==> src/design/stereo_pan_volume_macros.svh <==
// ---------------------------------------------------------------------------
// stereo_pan_volume assertion macros
// Concurrent check shorthands used by the stereo_pan_volume top module.
// ---------------------------------------------------------------------------
`ifndef STEREO_PAN_VOLUME_MACROS_SVH
`define STEREO_PAN_VOLUME_MACROS_SVH

// same-cycle implication, gated by reset
`define SPV_ASSERT_NOW(lbl, ante, cons, msg) \
  lbl: assert property (@(posedge clk) disable iff (!rst_n) (ante) |-> (cons)) else $error(msg);

// next-cycle implication, gated by reset
`define SPV_ASSERT_NEXT(lbl, ante, cons, msg) \
  lbl: assert property (@(posedge clk) disable iff (!rst_n) (ante) |=> (cons)) else $error(msg);

`endif

==> src/design/spv_pkg.sv <==
// ---------------------------------------------------------------------------
// spv_pkg
// Shared types, constants and arithmetic helpers of the stereo pan/volume block.
// ---------------------------------------------------------------------------
package spv_pkg;

  localparam int unsigned VolW  = 8;
  localparam int unsigned PanW  = 14;  // saturated pan, 0 .. 0x2000
  localparam int unsigned IdxW  = 6;   // curve index, 0 .. 33
  localparam int unsigned CfgIdxW = 8;

  localparam logic [PanW-1:0] PAN_FULL = 14'h2000;
  localparam logic [VolW-1:0] MASTER_RESET   = 8'hC0;
  localparam logic [VolW-1:0] VELOCITY_RESET = 8'hB3;

  localparam logic [CfgIdxW-1:0] CFG_MAIN_GAIN     = 8'd0;
  localparam logic [CfgIdxW-1:0] CFG_NOTE_VELOCITY = 8'd1;

  // per-stage load strobes of the datapath
  typedef struct packed {
    logic s1;
    logic s2;
    logic s3;
    logic s4;
  } stage_en_t;

  // high byte of an 8x8 product
  function automatic logic [VolW-1:0] hi_mul(input logic [VolW-1:0] a,
                                             input logic [VolW-1:0] b);
    logic [2*VolW-1:0] p;
    p = a * b;
    return p[2*VolW-1:VolW];
  endfunction

  // pan curve ROM, 34 entries
  function automatic logic [VolW-1:0] pan_curve(input logic [IdxW-1:0] idx);
    logic [VolW-1:0] v;
    case (idx)
      6'd0:  v = 8'd0;    6'd1:  v = 8'd1;    6'd2:  v = 8'd2;    6'd3:  v = 8'd3;
      6'd4:  v = 8'd5;    6'd5:  v = 8'd8;    6'd6:  v = 8'd12;   6'd7:  v = 8'd16;
      6'd8:  v = 8'd21;   6'd9:  v = 8'd27;   6'd10: v = 8'd33;   6'd11: v = 8'd40;
      6'd12: v = 8'd47;   6'd13: v = 8'd55;   6'd14: v = 8'd63;   6'd15: v = 8'd72;
      6'd16: v = 8'd81;   6'd17: v = 8'd89;   6'd18: v = 8'd96;   6'd19: v = 8'd102;
      6'd20: v = 8'd107;  6'd21: v = 8'd111;  6'd22: v = 8'd114;  6'd23: v = 8'd117;
      6'd24: v = 8'd119;  6'd25: v = 8'd121;  6'd26: v = 8'd122;  6'd27: v = 8'd123;
      6'd28: v = 8'd124;  6'd29: v = 8'd125;  6'd30: v = 8'd126;  6'd31: v = 8'd126;
      6'd32: v = 8'd127;  6'd33: v = 8'd127;
      default: v = 8'd127;
    endcase
    return v;
  endfunction

endpackage

==> src/design/spv_vol_scale.sv <==
// ---------------------------------------------------------------------------
// spv_vol_scale
// Three-stage volume chain: velocity scale, master scale, squaring.
// ---------------------------------------------------------------------------
module spv_vol_scale (
  input  logic                   clk,
  input  spv_pkg::stage_en_t     en,
  input  logic [spv_pkg::VolW-1:0] channel_volume,
  input  logic [spv_pkg::VolW-1:0] note_velocity,
  input  logic [spv_pkg::VolW-1:0] main_gain,
  output logic [spv_pkg::VolW-1:0] scaled
);
  import spv_pkg::*;

  logic [VolW-1:0] v1_r, v1_nxt;
  logic [VolW-1:0] v2_r, v2_nxt;
  logic [VolW-1:0] v3_r, v3_nxt;

  always_comb begin
    v1_nxt = hi_mul(note_velocity, channel_volume);
    v2_nxt = hi_mul(v1_r, main_gain);
    v3_nxt = hi_mul(v2_r, v2_r);
  end

  always_ff @(posedge clk) begin
    if (en.s1) v1_r <= v1_nxt;
    if (en.s2) v2_r <= v2_nxt;
    if (en.s3) v3_r <= v3_nxt;
  end

  assign scaled = v3_r;

endmodule

==> src/design/spv_pan_side.sv <==
// ---------------------------------------------------------------------------
// spv_pan_side
// One stereo side: curve lookup, linear interpolation, volume scale, invert.
// ---------------------------------------------------------------------------
module spv_pan_side (
  input  logic                     clk,
  input  spv_pkg::stage_en_t       en,
  input  logic [spv_pkg::PanW-1:0] pan,
  input  logic                     invert,
  input  logic [spv_pkg::VolW-1:0] scaled,   // valid at stage 3
  output logic [spv_pkg::VolW-1:0] level
);
  import spv_pkg::*;

  logic [IdxW-1:0] idx;
  logic [VolW-1:0] here, there;

  logic [VolW-1:0] here_r, here_nxt;
  logic [VolW-1:0] diff_r, diff_nxt;
  logic [VolW-1:0] frac_r;
  logic [VolW-1:0] mult2_r, mult2_nxt;
  logic [VolW-1:0] mult3_r;
  logic [VolW-1:0] level_r, level_nxt;
  logic            inv1_r, inv2_r, inv3_r;
  logic [VolW-1:0] prod;

  always_comb begin
    idx      = pan[PanW-1:VolW];
    here     = pan_curve(idx);
    there    = pan_curve(idx + 6'd1);
    here_nxt = here;
    diff_nxt = there - here;
    mult2_nxt = here_r + hi_mul(diff_r, frac_r);
    prod      = hi_mul(mult3_r, scaled);
    // surround invert: two's complement negate mod 256
    level_nxt = inv3_r ? (8'd0 - prod) : prod;
  end

  always_ff @(posedge clk) begin
    if (en.s1) begin
      here_r <= here_nxt;
      diff_r <= diff_nxt;
      frac_r <= pan[VolW-1:0];
      inv1_r <= invert;
    end
    if (en.s2) begin
      mult2_r <= mult2_nxt;
      inv2_r  <= inv1_r;
    end
    if (en.s3) begin
      mult3_r <= mult2_r;
      inv3_r  <= inv2_r;
    end
    if (en.s4) level_r <= level_nxt;
  end

  assign level = level_r;

endmodule

==> src/design/stereo_pan_volume.sv <==
// ---------------------------------------------------------------------------
// stereo_pan_volume
// Pan/volume to left and right DSP volume bytes, four-stage pipeline.
// ---------------------------------------------------------------------------
// Channel | Dir | Handshake              | Payload
// in_     | in  | in_tvalid/in_tready    | tdata: volume, coarse, fine; tuser: inverts
// out_    | out | out_tvalid/out_tready  | tdata: left_level, right_level
// cfg_    | in  | cfg_valid/cfg_ready    | cfg_index, cfg_data
//
// Requests pass stages 1 to 4 in order; one request per cycle sustained while
// out_tready is high. Stage 4 is the output register; each stage loads when it
// is empty or the stage after it moves, so a held output fills bubbles upstream.
// rst_n (synchronous) clears stage valids and loads the register reset values.
// cfg_ready is always high; writes take effect on the next cycle.
// ---------------------------------------------------------------------------
module stereo_pan_volume (
  input  logic        clk,
  input  logic        rst_n,
  input  logic        in_tvalid,
  output logic        in_tready,
  input  logic [23:0] in_tdata,   // [7:0] channel_volume, [15:8] pan_coarse, [23:16] pan_fine
  input  logic [1:0]  in_tuser,   // [0] invert_left, [1] invert_right
  output logic        out_tvalid,
  input  logic        out_tready,
  output logic [15:0] out_tdata,  // [7:0] left_level, [15:8] right_level
  input  logic        cfg_valid,
  output logic        cfg_ready,
  input  logic [spv_pkg::CfgIdxW-1:0] cfg_index,
  input  logic [spv_pkg::VolW-1:0]    cfg_data
);
  import spv_pkg::*;

  `include "stereo_pan_volume_macros.svh"

  logic [VolW-1:0] master_r, master_nxt;
  logic [VolW-1:0] velocity_r, velocity_nxt;

  logic [3:0] vld_r, vld_nxt;   // stage valids, bit 0 = stage 1
  logic [3:0] rdy;
  logic [3:0] feed;
  stage_en_t  en;

  logic [15:0]     pan_raw;
  logic [PanW-1:0] pan_right, pan_left;
  logic [VolW-1:0] scaled, left_level, right_level;

  // config writes
  assign cfg_ready = 1'b1;
  always_comb begin
    master_nxt   = master_r;
    velocity_nxt = velocity_r;
    if (cfg_valid) begin
      case (cfg_index)
        CFG_MAIN_GAIN:     master_nxt   = cfg_data;
        CFG_NOTE_VELOCITY: velocity_nxt = cfg_data;
        default: ;
      endcase
    end
  end

  // pipeline flow control
  always_comb begin
    rdy[3] = !vld_r[3] || out_tready;
    rdy[2] = !vld_r[2] || rdy[3];
    rdy[1] = !vld_r[1] || rdy[2];
    rdy[0] = !vld_r[0] || rdy[1];
    feed   = {vld_r[2:0], in_tvalid};
    for (int k = 0; k < 4; k++) begin
      vld_nxt[k] = rdy[k] ? feed[k] : vld_r[k];
    end
    en.s1 = rdy[0] && feed[0];
    en.s2 = rdy[1] && feed[1];
    en.s3 = rdy[2] && feed[2];
    en.s4 = rdy[3] && feed[3];
  end

  always_ff @(posedge clk) begin
    if (!rst_n) begin
      vld_r      <= '0;
      master_r   <= MASTER_RESET;
      velocity_r <= VELOCITY_RESET;
    end else begin
      vld_r      <= vld_nxt;
      master_r   <= master_nxt;
      velocity_r <= velocity_nxt;
    end
  end

  // pan saturation; left side mirrors around full right
  always_comb begin
    pan_raw   = {in_tdata[15:8], in_tdata[23:16]};
    pan_right = (pan_raw > {2'b00, PAN_FULL}) ? PAN_FULL : pan_raw[PanW-1:0];
    pan_left  = PAN_FULL - pan_right;
  end

  spv_vol_scale u_vol (
    .clk            (clk),
    .en             (en),
    .channel_volume (in_tdata[7:0]),
    .note_velocity  (velocity_r),
    .main_gain      (master_r),
    .scaled         (scaled)
  );

  spv_pan_side u_left (
    .clk    (clk),
    .en     (en),
    .pan    (pan_left),
    .invert (in_tuser[0]),
    .scaled (scaled),
    .level  (left_level)
  );

  spv_pan_side u_right (
    .clk    (clk),
    .en     (en),
    .pan    (pan_right),
    .invert (in_tuser[1]),
    .scaled (scaled),
    .level  (right_level)
  );

  assign in_tready  = rdy[0];
  assign out_tvalid = vld_r[3];
  assign out_tdata  = {right_level, left_level};

  `SPV_ASSERT_NOW(a_empty_out_ready, !out_tvalid, in_tready, "input blocked with empty output")
  `SPV_ASSERT_NEXT(a_accept_fills_s1, in_tvalid && in_tready, vld_r[0], "accepted request lost")
  `SPV_ASSERT_NOW(a_full_stall_blocks, (vld_r == 4'hF) && !out_tready, !in_tready,
                  "input taken while pipeline full and stalled")

endmodule
==> config.mk <==
export PLATFORM = sky130hd
export DESIGN_NAME = stereo_pan_volume
export DESIGN_NICKNAME = d
export VERILOG_FILES = /design/src/design/spv_pkg.sv /design/src/design/spv_vol_scale.sv /design/src/design/spv_pan_side.sv /design/src/design/stereo_pan_volume.sv
export VERILOG_INCLUDE_DIRS = /design/src /design/src/design
export SDC_FILE = /design/constraint.sdc
export NUM_CORES = 1
export LEC_CHECK = 0
export BUFFER_PORTS_ARGS = -buffer_cell sky130_fd_sc_hd__buf_2
export CAP_MARGIN = 20
export CORE_MARGIN = 1.5
export CORE_UTILIZATION = 43
export DETAILED_ROUTE_END_ITERATION = 16
export SYNTH_ARGS = -nofsm -noshare
export SYNTH_HDL_FRONTEND = slang
export SYNTH_SLANG_ARGS = --single-unit
export TNS_END_PERCENT = 5
==> constraint.sdc <==
create_clock -name clk -period 6.1 [get_ports clk]
set_input_delay 1.22 -clock clk [delete_from_list [all_inputs] [get_ports clk]]
set_output_delay 1.22 -clock clk [all_outputs]
set_load 0.02 [all_outputs]
==> results of run 1 <==
[layer usage]
layer	routed length, um	vias up	part of all wire (%)
met1	19870	7290	48
met3	947	29	2.3
met5	0	-	0
met2	20410	192	49
met4	506	0	1.2
li1	-	7348	-
[path summary, 6_finish.rpt]
kind                                    startpoint  depth (start not counted)  slack [ns]                  to
worst max-delay path               u_vol.scaled[2]                         16        0.36     u_left.level[7]
worst min-delay path            u_right.mult2_r[0]                          0        0.41  u_right.mult3_r[0]
worst max register to register     u_vol.scaled[2]                         16        0.36     u_left.level[7]
worst min register to register  u_right.mult2_r[0]                          0        0.41  u_right.mult3_r[0]
[layout make-up]
cell class	instances	area (sq um)	share of cell area, %
clock buffers	20	436.7	1.933
flip-flops and latches	143	4094	18.12
well taps	615	769.5	3.406
repair buffers	90	515.5	2.282
multi-input cells	1665	15310	67.76
inverters	347	1305	5.777
clock inverters	12	162.7	0.7200
[cell usage in the layout (no fill, tap or decap), drive strengths merged, types with 4 or more instances in the layout]
master	n
nor2	89
nand2b	12
nor4	7
and4b	5
or3	12
o41ai	4
o211ai	23
mux2i	24
a31oi	10
clkinv	7
ha	285
o22ai	4
xnor2	63
xor2	33
a21o	14
and3	11
clkinvlp	5
nand3	30
clkbuf	20
o21a	14
nor2b	34
o21ai	62
inv	344
or4	5
o31ai	7
buf	90
fa	238
or2	9
a211oi	15
and2	277
dfxtp	20
o21bai	5
edfxtp	123
a31o	4
a21oi	74
a311oi	4
nor3	32
nand2	207
[stage by stage]
| step | setup WS, ns | hold slack [ns] | instance area [sq um] |
|---|---|---|---|
| floorplan | 0.2635 | 0.4003 | 20900 |
| global placement | 0.1019 | 0.4012 | 21990 |
| detailed placement | 0.04349 | 0.4045 | 21990 |
| CTS | 0.3318 | 0.4085 | 22590 |
| global route | 0.004991 | 0.4146 | 22590 |
| finish | 0.3583 | 0.4106 | 22590 |
[logic make-up (layout without fill, tap and decap cells)]
kind of cell / count (synthesis) / after routing / share of synthesized area [%]
AO/OA/AOI/OAI: 279 / 279 / 9.030
XOR/XNOR: 96 / 96 / 4.329
adder cells (fa/ha/maj): 523 / 523 / 39.87
buffers and inverters: 397 / 469 / 7.263
flip-flops: 143 / 143 / 19.59
multiplexers: 27 / 27 / 1.365
other: 1 / 1 / 0.01795
AND/OR/NAND/NOR: 739 / 739 / 18.53
==> Implementation_results.wiki, run 1 <==
{| class="wikitable"
! Metric !! Value
|-
| Outcome || finished, final reports clean
|-
| Leading register cell type out of synthesis || edfxtp_1
|-
| First-iteration detailed-routing DRC count || 704
|-
| Die Area || 49,930 sq um
|-
| Share of final-layout standard cells stronger than drive strength 1 || 7.159%
|-
| Starting utilization of the core area || 43.67%
|-
| Post-synth top area share || 22.80%
|-
| Total number of nets in the final design || 2,834
|-
| Met3 global-route usage || under 10%
|-
| Pin slew with the least headroom to its limit || 1.054 ns
|-
| Final critical path time including I/O delays and setup || ~5.7 ns
|-
| P&R area growth vs syn || 8.114%
|-
| Core Rows || 80
|-
| Met1 layer usage reported by global route || roughly a quarter
|-
| Crit path max-delay family || adder cells
|-
| Max FO, Critical Path || 16
|-
| Data required time at the worst endpoint || between 6 and 7 ns
|-
| Max Clk Rate || ~170 MHz
|-
| Setup crit start kind || flop
|-
| Pin count of the biggest net entering global routing || 56
|-
| Cell Count Post-Placement || 2,860
|-
| Post-synth EDFFs || between 100 and 150
|-
| Final Hold Violating Endpoints || 0
|-
| Classification of the worst-slack hold path || flop to flop
|-
| Leading area contributor after synthesis || fa_1
|-
| Post-Syn Nets || 2,775
|-
| Most common cell type on the critical path || fa_1
|-
| Die height || 223.4 um
|-
| Total setup violations reported at the end of the flow || 0
|-
| Clock tree from TritonCTS || yes
|-
| Hold bufs inserted after CTS || 0
|-
| Average wire per cell in the routed design || 14.43 um
|-
| Number of levels in the clock H-tree || 4
|-
| Horizontal die dimension || 223.4 um
|-
| Biggest cell delay along the critical path || 0.65 ns
|-
| Cells after synthesis || 2,205
|-
| Total iterations of the first detailed-routing run || 7
|-
| Total standard cell area after synthesis || 20,900 sq um
|-
| Post-Layout Cell Count || approximately 2,900
|-
| Critical path data arrival time || 5.93 ns
|-
| Final antenna diode count || 0
|-
| Number of buffers inserted during clock tree synthesis || 17
|-
| RSZ-0062 raised after global routing || no
|-
| Number of register bits inferred by synthesis || 143
|-
| Number of filler instances in the final layout || 4,525
|-
| Antenna Violating Nets Remaining || 0
|-
| Cell with the largest stage delay on the worst path || edfxtp_1
|-
| GPL Wtd Cong || 0.8874
|-
| Critical-path cell list || and2_1, fa_1, inv_1, fa_1, inv_1, fa_1, fa_1, ha_1, or4_1, a31oi_1, o31ai_1, o41ai_2, mux2_2, a21oi_1, o21ai_0, xnor2_1
|-
| Wire length of the first global-routing pass || 72,880 um
|-
| Core box area || ~48,000 sq um
|-
| Synth cell types || 87
|-
| Number of maximum-capacitance violations || 0
|-
| Post-CTS Repair Setup Buffers || 0
|-
| Clock root buffer || clkbuf_16
|-
| Num Clock Sinks || 143
|-
| Final cycle utilization of the critical path || approximately 94%
|-
| Antenna violations before repair || 0
|-
| Insertion delay of the later-clocked pin in the worst-skew pair || 0.44 ns
|-
| Worst clock skew || 0.01392 ns
|-
| I/O pin total || 66
|-
| Final-report max-slew violation count || 0
|-
| Residual DRC || 0
|-
| Sequential share of the synthesized area || 19.59%
|-
| Overall routed net length || 41,740 um
|-
| List of most frequent post-synthesis cells || inv_1, ha_1, and2_1, fa_1, nand2_1
|-
| Count of input and output buffers || 64
|-
| Top Usage Layer GRT || met2
|-
| Largest cells by area after synthesis || fa_1, edfxtp_1, ha_1
|-
| Buf/Inv on CP || 2
|-
| Overflow after GRT || 0
|-
| Kind of critical path || flop to flop
|-
| M2 GR Usage || between 30 and 40%
|-
| Worst-case headroom to the max-slew limit || 29.40%
|-
| Clk pin slew, worst setup/hold paths || 0.07 ns
|-
| Average vias per placed instance || 5.138
|-
| Async set or reset register ratio after synthesis || 0%
|-
| Vias || 14,860
|-
| Final TNS setup || 0 ns
|-
| Library cell with the highest instance count after synthesis || inv_1
|-
| GRT Resource Usage Total || 17.56%
|-
| Number of buffers on the longest clock path || 2
|-
| Via count of the first global-routing pass || 15,400
|-
| Post-cts repair resize count || 0
|-
| Synthesized area divided by synthesized cell count || 9.476 sq um
|-
| Yosys warns || 0
|-
| Final core occ || 47.22%
|-
| Critical Path Sink Type || flop
|-
| Final HPWL from detailed placement || about 35,000 um
|}
Power of run 1 is left out: the tool's default activity adds up to more than one toggle a clock period on the data nets, which glitch-free logic cannot reach.
==> run 2, diff against run 1 <==
--- a/config.mk
+++ b/config.mk
@@ -6,6 +6,7 @@
 export SDC_FILE = /design/constraint.sdc
 export NUM_CORES = 1
 export LEC_CHECK = 0
+export ABC_AREA = 1
 export BUFFER_PORTS_ARGS = -buffer_cell sky130_fd_sc_hd__buf_2
 export CAP_MARGIN = 20
 export CORE_MARGIN = 1.5
==> Implementation_results.wiki, run 2 <==
{| class="wikitable"
! Metric !! Value
|-
| Outcome || finished, final reports clean
|-
| Antenna violations before repair || 0 (unchanged)
|-
| Number of maximum-capacitance violations || 0 (unchanged)
|-
| Post-synth top area share || 21.84% (-0.96 points)
|-
| Antenna Violating Nets Remaining || 0 (unchanged)
|-
| End point of the critical path || u_left.mult2_r[7]
|-
| Core Rows || 82 (+2.5%)
|-
| Count of input and output buffers || 64 (unchanged)
|-
| Reg2Reg Launch Point || u_left.diff_r[3]
|-
| Area share of xor/xnor cells in the synthesized design || 3.757% (-0.57 points)
|-
| Number of filler instances in the final layout || 4,915 (+8.6%)
|-
| Buf/Inv on CP || 4 (+2)
|-
| Vias || 16,540 (+11%)
|-
| Length in cells of the worst reg-to-reg path || 28 (+12)
|-
| Die Area || 52,080 sq um (+4.3%)
|-
| Core box area || 50,070 sq um (+4.6%)
|-
| Max FO, Critical Path || 8 (-8)
|-
| GRT Resource Usage Total || 17.57% (about the same)
|-
| Insertion delay of the later-clocked pin in the worst-skew pair || 0.45 ns (about the same)
|-
| Leading register cell type out of synthesis || edfxtp_1
|-
| Number of buffers inserted during clock tree synthesis || 17 (unchanged)
|-
| Number of register bits inferred by synthesis || 143 (unchanged)
|-
| Synthesized area divided by synthesized cell count || 7.743 sq um (-18%)
|-
| Total setup violations reported at the end of the flow || 0 (unchanged)
|-
| Final Hold Violating Endpoints || 0 (unchanged)
|-
| Fraction of the mapped netlist area in adder cells || 38.19% (-1.7 points)
|-
| Final critical path time including I/O delays and setup || 5.640 ns (-0.1020 ns)
|-
| Starting utilization of the core area || 43.56% (-0.11 points)
|-
| Crit path max-delay family || adder cells
|-
| Via count of the first global-routing pass || 16,700 (+8.4%)
|-
| Pin count of the biggest net entering global routing || 56 (unchanged)
|-
| WP depth || 28 (+12)
|-
| Most common cell type on the critical path || nand2_1
|-
| Library cell with the highest instance count after synthesis || inv_1
|-
| P&R area growth vs syn || 6.368%
|-
| Async set or reset register ratio after synthesis || 0% (unchanged)
|-
| Final TNS setup || 0 ns (unchanged)
|-
| Fraction of the mapped netlist area in compound gates || 5.920% (-3.1 points)
|-
| Total iterations of the first detailed-routing run || 5 (-2)
|-
| RSZ-0062 raised after global routing || no
|-
| Mux contribution to synthesized area || 0% (-1.4 points)
|-
| Total standard cell area after synthesis || 21,810 sq um (+4.4%)
|-
| List of most frequent post-synthesis cells || inv_1, nand2_1, ha_1, fa_1, edfxtp_1
|-
| Max Clk Rate || 177.3 MHz (+1.8%)
|-
| Post-CTS Repair Setup Buffers || 0 (unchanged)
|-
| Data required time at the worst endpoint || 6.30 ns (about the same)
|-
| Setup crit start kind || flop
|-
| Kind of critical path || flop to flop
|-
| Yosys warns || 0 (unchanged)
|-
| Residual DRC || 0 (unchanged)
|-
| GPL Wtd Cong || 0.9077 (+2.3%)
|-
| Biggest cell delay along the critical path || 0.57 ns (-0.08 ns)
|-
| Clock root buffer || clkbuf_16
|-
| Cell with the largest stage delay on the worst path || fa_1
|-
| I/O pin total || 66 (unchanged)
|-
| Post-synth EDFFs || 123 (unchanged)
|-
| Pin slew with the least headroom to its limit || 1.011 ns (-0.04361 ns)
|-
| Final-report max-slew violation count || 0 (unchanged)
|-
| Horizontal die dimension || 228.2 um (+2.1%)
|-
| Worst-case headroom to the max-slew limit || 32.55% (+3.2 points)
|-
| Clock tree from TritonCTS || yes
|-
| Final HPWL from detailed placement || 36,530 um (+5.7%)
|-
| Overall routed net length || 43,920 um (+5.2%)
|-
| Most common library cell in the layout ignoring fill and taps || inv_1
|-
| Cell Count Post-Placement || 3,459 (+21%)
|-
| Final cycle utilization of the critical path || 92.45% (-1.7 points)
|-
| Number of levels in the clock H-tree || 4 (unchanged)
|-
| Largest cells by area after synthesis || fa_1, edfxtp_1, ha_1
|-
| Clk pin slew, worst setup/hold paths || 0.07 ns (about the same)
|-
| Worst clock skew || 0.01669 ns (+0.002778 ns)
|-
| First-iteration detailed-routing DRC count || 942 (+34%)
|-
| Cells after synthesis || 2,817 (+28%)
|-
| Leading cell types in the layout, fill and taps excluded || inv_1, nand2_1, ha_1, fa_1, edfxtp_1
|-
| Share of final-layout standard cells stronger than drive strength 1 || 5.357% (-1.8 points)
|-
| Final antenna diode count || 0 (unchanged)
|-
| Hold bufs inserted after CTS || 0 (unchanged)
|-
| Classification of the worst-slack hold path || flop to flop
|-
| Wire length of the first global-routing pass || 76,620 um (+5.1%)
|-
| Average wire per cell in the routed design || 12.58 um (-13%)
|-
| Worst reg2reg path endpoint || u_left.mult2_r[7]
|-
| Leading area contributor after synthesis || fa_1
|-
| Hold Path Origin || u_right.inv2_r
|-
| Die height || 228.2 um (+2.1%)
|-
| Post-Syn Nets || 3,387 (+22%)
|-
| Number of buffers on the longest clock path || 2 (unchanged)
|-
| FF-to-FF setup slack || 0.46 ns (+0.10 ns)
|-
| Average vias per placed instance || 4.737 (-7.8%)
|-
| Overflow after GRT || 0 (unchanged)
|-
| Critical Path Sink Type || flop
|-
| Critical path data arrival time || 5.84 ns (-0.09 ns)
|-
| Crit path launch || u_left.diff_r[3]
|-
| Fraction of the mapped netlist area in simple logic gates || 18.30% (-0.23 points)
|-
| Post-cts repair resize count || 0 (unchanged)
|-
| Sequential share of the synthesized area || 18.77% (-0.82 points)
|-
| Largest family of logic cells by synthesized area || adder cells
|-
| Total number of nets in the final design || 3,376 (+19%)
|-
| Post-Layout Cell Count || 3,491 (+21%)
|-
| Num Clock Sinks || 143 (unchanged)
|-
| Synth cell types || 50 (-43%)
|}
-- run 2: cell types whose count changed in the layout (fill, tap and decap cells not counted), sizes merged, moves of 34 or more --
cell | previous run | this run
and2 | 277 | 1
inv | 344 | 759
nand2 | 207 | 729
nand3 | 30 | 90
nor2b | 34 | 0
xnor2 | 63 | 19
xor2 | 33 | 69
-- run 2: layout make-up --
| type | count | area [sq um] | area share [%] |
|---|---|---|---|
| clock buffer | 18 | 429.2 | 1.850 |
| clock inverter | 14 | 150.1 | 0.6472 |
| inverter | 755 | 2839 | 12.24 |
| multi-input combinational | 1817 | 14450 | 62.27 |
| sequential | 143 | 4094 | 17.65 |
| tap | 672 | 840.8 | 3.624 |
| timing repair buffer | 72 | 400.4 | 1.726 |
-- run 2: kinds of logic (layout without fill, tap and decap cells) --
family          Yosys count  after routing
xor+xnor                 88             88
buf+inv                 857            859
simple gates            978            978
other cells               1              1
fa+ha+maj               523            523
compound gates          227            227
flops                   143            143
-- run 2: how the worst min path moves through the flow --
stage | depth (start not counted) | end | slack (ns)
floorplan | 0 | u_left.inv2_r | 0.40
global placement | 0 | u_left.inv3_r | 0.40
detailed placement | 0 | u_left.inv2_r | 0.41
CTS | 0 | u_right.inv3_r | 0.42
global route | 0 | u_right.inv3_r | 0.43
finish | 0 | u_right.inv3_r | 0.41
-- run 2: layer usage --
metal / GRT usage (%) / part of all wire (%) / vias to the layer above / wire (um)
li1: - / - / 8440 / -
met1: 22.72 / 47 / 7819 / 20680
met2: 31.30 / 49 / 247 / 21490
met3: 1.800 / 2.7 / 31 / 1204
met4: 4.532 / 1.2 / 0 / 540
met5: 0 / 0 / - / 0
-- run 2: stage by stage --
step | hold slack [ns] | cell area (sq um) | utilization (%) | setup slack, ns
floorplan | 0.4003 | 21810 | - | 0.6609
global placement | 0.4008 | 22590 | 45.12 | 0.2175
detailed placement | 0.4065 | 22620 | 45.18 | 0.07992
CTS | 0.4166 | 23200 | 46.34 | 0.4139
global route | 0.4261 | 23200 | 46.34 | 0.01310
finish | 0.4122 | 23200 | 46.34 | 0.4603
Power of run 2 is left out for the same reason.
==> run 3, diff against run 2 <==
--- a/config.mk
+++ b/config.mk
@@ -9,9 +9,13 @@
 export ABC_AREA = 1
 export BUFFER_PORTS_ARGS = -buffer_cell sky130_fd_sc_hd__buf_2
 export CAP_MARGIN = 20
+export CELL_PAD_IN_SITES_DETAIL_PLACEMENT = 1
+export CELL_PAD_IN_SITES_GLOBAL_PLACEMENT = 1
 export CORE_MARGIN = 1.5
 export CORE_UTILIZATION = 43
 export DETAILED_ROUTE_END_ITERATION = 16
+export PLACE_DENSITY_LB_ADDON = 0.1
+export RECOVER_POWER = 50
 export SYNTH_ARGS = -nofsm -noshare
 export SYNTH_HDL_FRONTEND = slang
 export SYNTH_SLANG_ARGS = --single-unit
==> Implementation_results.wiki, run 3 (synthesis gave the netlist of run 2 again) <==
{| class="wikitable"
! Metric !! Value
|-
| Outcome || complete, but fails checks
|-
| Violations in the final reports || max-capacitance violations, max-slew violations
|-
| Highest routed layer || met4
|-
| Max FO, Critical Path || 8 (unchanged)
|-
| Final antenna diode count || 0 (unchanged)
|-
| Residual DRC || 0 (unchanged)
|-
| Final HPWL from detailed placement || 43,490 um (+19%)
|-
| Pin slew with the least headroom to its limit || 3.165 ns (+2.155 ns)
|-
| Total setup violations reported at the end of the flow || 0 (unchanged)
|-
| Routed metal-1 wirelength || 23,960 um (+16%)
|-
| I/O pin total || 66 (unchanged)
|-
| FF-to-FF setup slack || 0.42 ns (-0.04 ns)
|-
| Pin count of the biggest net entering global routing || 56 (unchanged)
|-
| Reg area || 4094 sq um (unchanged)
|-
| Vias || 16,940 (+2.4%)
|-
| Worst clock skew || 0.008488 ns (-0.008206 ns)
|-
| Core box area || 50,070 sq um (unchanged)
|-
| Worst-case headroom to the max-slew limit || -111.0% (-140 points)
|-
| Most common cell type on the critical path || nand2_1
|-
| Footprint of the multi-input gates || 14,440 sq um (about the same)
|-
| Classification of the worst-slack hold path || flop to flop
|-
| Final Cell Area || 23,310 sq um (+0.46%)
|-
| First-iteration detailed-routing DRC count || 590 (-37%)
|-
| Clock tree from TritonCTS || yes
|-
| Final critical path time including I/O delays and setup || 5.678 ns (+0.03781 ns)
|-
| Critical path data arrival time || 5.89 ns (+0.05 ns)
|-
| Kind of critical path || flop to flop
|-
| Number of buffers on the longest clock path || 2 (unchanged)
|-
| Antenna Violating Nets Remaining || 0 (unchanged)
|-
| Endpoint of the worst hold-timing path || u_left.inv2_r
|-
| Hold bufs inserted after CTS || 0 (unchanged)
|-
| Number of maximum-capacitance violations || 2 (+2)
|-
| Final-report max-slew violation count || 73 (+73)
|-
| Share of final-layout standard cells stronger than drive strength 1 || 5.044% (-0.31 points)
|-
| Insertion delay of the later-clocked pin in the worst-skew pair || 0.45 ns (about the same)
|-
| Number of filler instances in the final layout || 6,305 (+28%)
|-
| Average wire per cell in the routed design || 14.80 um (+18%)
|-
| Reg2Reg Launch Point || u_left.frac_r[5]
|-
| Clk pin slew, worst setup/hold paths || 0.06 ns (about the same)
|-
| Number of levels in the clock H-tree || 4 (unchanged)
|-
| Biggest cell delay along the critical path || 0.56 ns (about the same)
|-
| Crit path launch || u_left.frac_r[5]
|-
| Cell with the largest stage delay on the worst path || fa_1
|-
| Num Clock Sinks || 143 (unchanged)
|-
| GPL Wtd Cong || 0.9163 (+0.95%)
|-
| Data required time at the worst endpoint || 6.32 ns (+0.02 ns)
|-
| Hold Path Origin || u_left.inv1_r
|-
| Total iterations of the first detailed-routing run || 5 (unchanged)
|-
| Antenna violations before repair || 0 (unchanged)
|-
| Horizontal die dimension || 228.2 um (unchanged)
|-
| Final TNS setup || 0 ns (unchanged)
|-
| GRT Resource Usage Total || 20.76% (+3.2 points)
|-
| Overall routed net length || 51,900 um (+18%)
|-
| Total number of nets in the final design || 3,392 (+0.47%)
|-
| Starting utilization of the core area || 43.56% (unchanged)
|-
| Final cycle utilization of the critical path || 93.07% (+0.62 points)
|-
| Count of input and output buffers || 64 (unchanged)
|-
| Number of buffers inserted during clock tree synthesis || 17 (unchanged)
|-
| Core Rows || 82 (unchanged)
|-
| Die height || 228.2 um (unchanged)
|-
| RSZ-0062 raised after global routing || no
|-
| Worst reg2reg path endpoint || u_left.mult2_r[7]
|-
| Final Hold Violating Endpoints || 0 (unchanged)
|-
| Die Area || 52,080 sq um (unchanged)
|-
| Leading cell types in the layout, fill and taps excluded || inv_1, nand2_1, ha_1, fa_1, edfxtp_1
|-
| Most common library cell in the layout ignoring fill and taps || inv_1
|-
| Overflow after GRT || 0 (unchanged)
|-
| Length in cells of the worst reg-to-reg path || 29 (+3.6%)
|-
| Met3 wire len || 911 um (-24%)
|-
| Via count of the first global-routing pass || 18,700 (+12%)
|-
| Max Clk Rate || 176.1 MHz (-0.67%)
|-
| Routed length on met2 || 26,360 um (+23%)
|-
| Cells on Worst Hold Path || 0 (unchanged)
|-
| Wire length of the first global-routing pass || 89,070 um (+16%)
|-
| Critical Path Sink Type || flop
|-
| Setup crit start kind || flop
|-
| P&R area growth vs syn || 6.861%
|-
| Clock root buffer || clkbuf_16
|-
| Average vias per placed instance || 4.830 (+2.0%)
|-
| Placed inst area || 22,640 sq um (about the same)
|}
==> run 3: metal layers <==
metal  GRT usage (%)  up-vias
met1           25.83     8307
met5               0        -
li1                -     8461
met2           38.58      134
met3           1.900       37
met4           4.843        0
==> run 3: per-stage QoR <==
stage	util (%)	setup WS, ns	hold WS (ns)	cells
2_1_floorplan	-	0.6609	0.4003	2817
3_5_place_dp	45.21	0.1316	0.4052	3464
6_report	46.55	0.4225	0.4211	3507
4_1_cts	46.45	0.3006	0.4209	3496
5_1_grt	46.55	0.05049	0.4254	3507
3_3_place_gp	45.21	0.3911	0.4039	3464
==> run 3: worst max path at each step <==
stage / slack, ns / to
6_report: 0.42 / u_left.mult2_r[7]
5_1_grt: 0.05 / u_right.mult2_r[7]
4_1_cts: 0.30 / u_right.mult2_r[7]
3_5_place_dp: 0.13 / u_left.diff_r[6]
3_3_place_gp: 0.39 / u_left.diff_r[6]
2_1_floorplan: 0.66 / u_left.diff_r[6]
==> run 3: area by class of cell <==
cell class / count / share of cell area, %
clock inverters: 14 / 0.8213
flip-flops and latches: 143 / 17.56
multi-input cells: 1817 / 61.97
clock buffers: 18 / 1.841
well taps: 672 / 3.607
repair buffers: 88 / 2.013
inverters: 755 / 12.18
==> run 3: timing repair <==
action                                 CTS  global route
setup buffers                            0            10
endpoints found under the hold margin    0             0
resized for setup                        0             2
setup endpoints to repair                0             1
==> run 3: critical path: cells and delay by family, from the launching register on <==
family / cells / cell delay [ns]
AND/OR/NAND/NOR: 13 / 1.27
AO/OA/AOI/OAI: 4 / 0.65
buffers and inverters: 5 / 0.24
flip-flops: 1 / 0.52
XOR/XNOR: 1 / 0.09
adder cells (fa/ha/maj): 6 / 2.65
Power of run 3 is left out for the same reason.
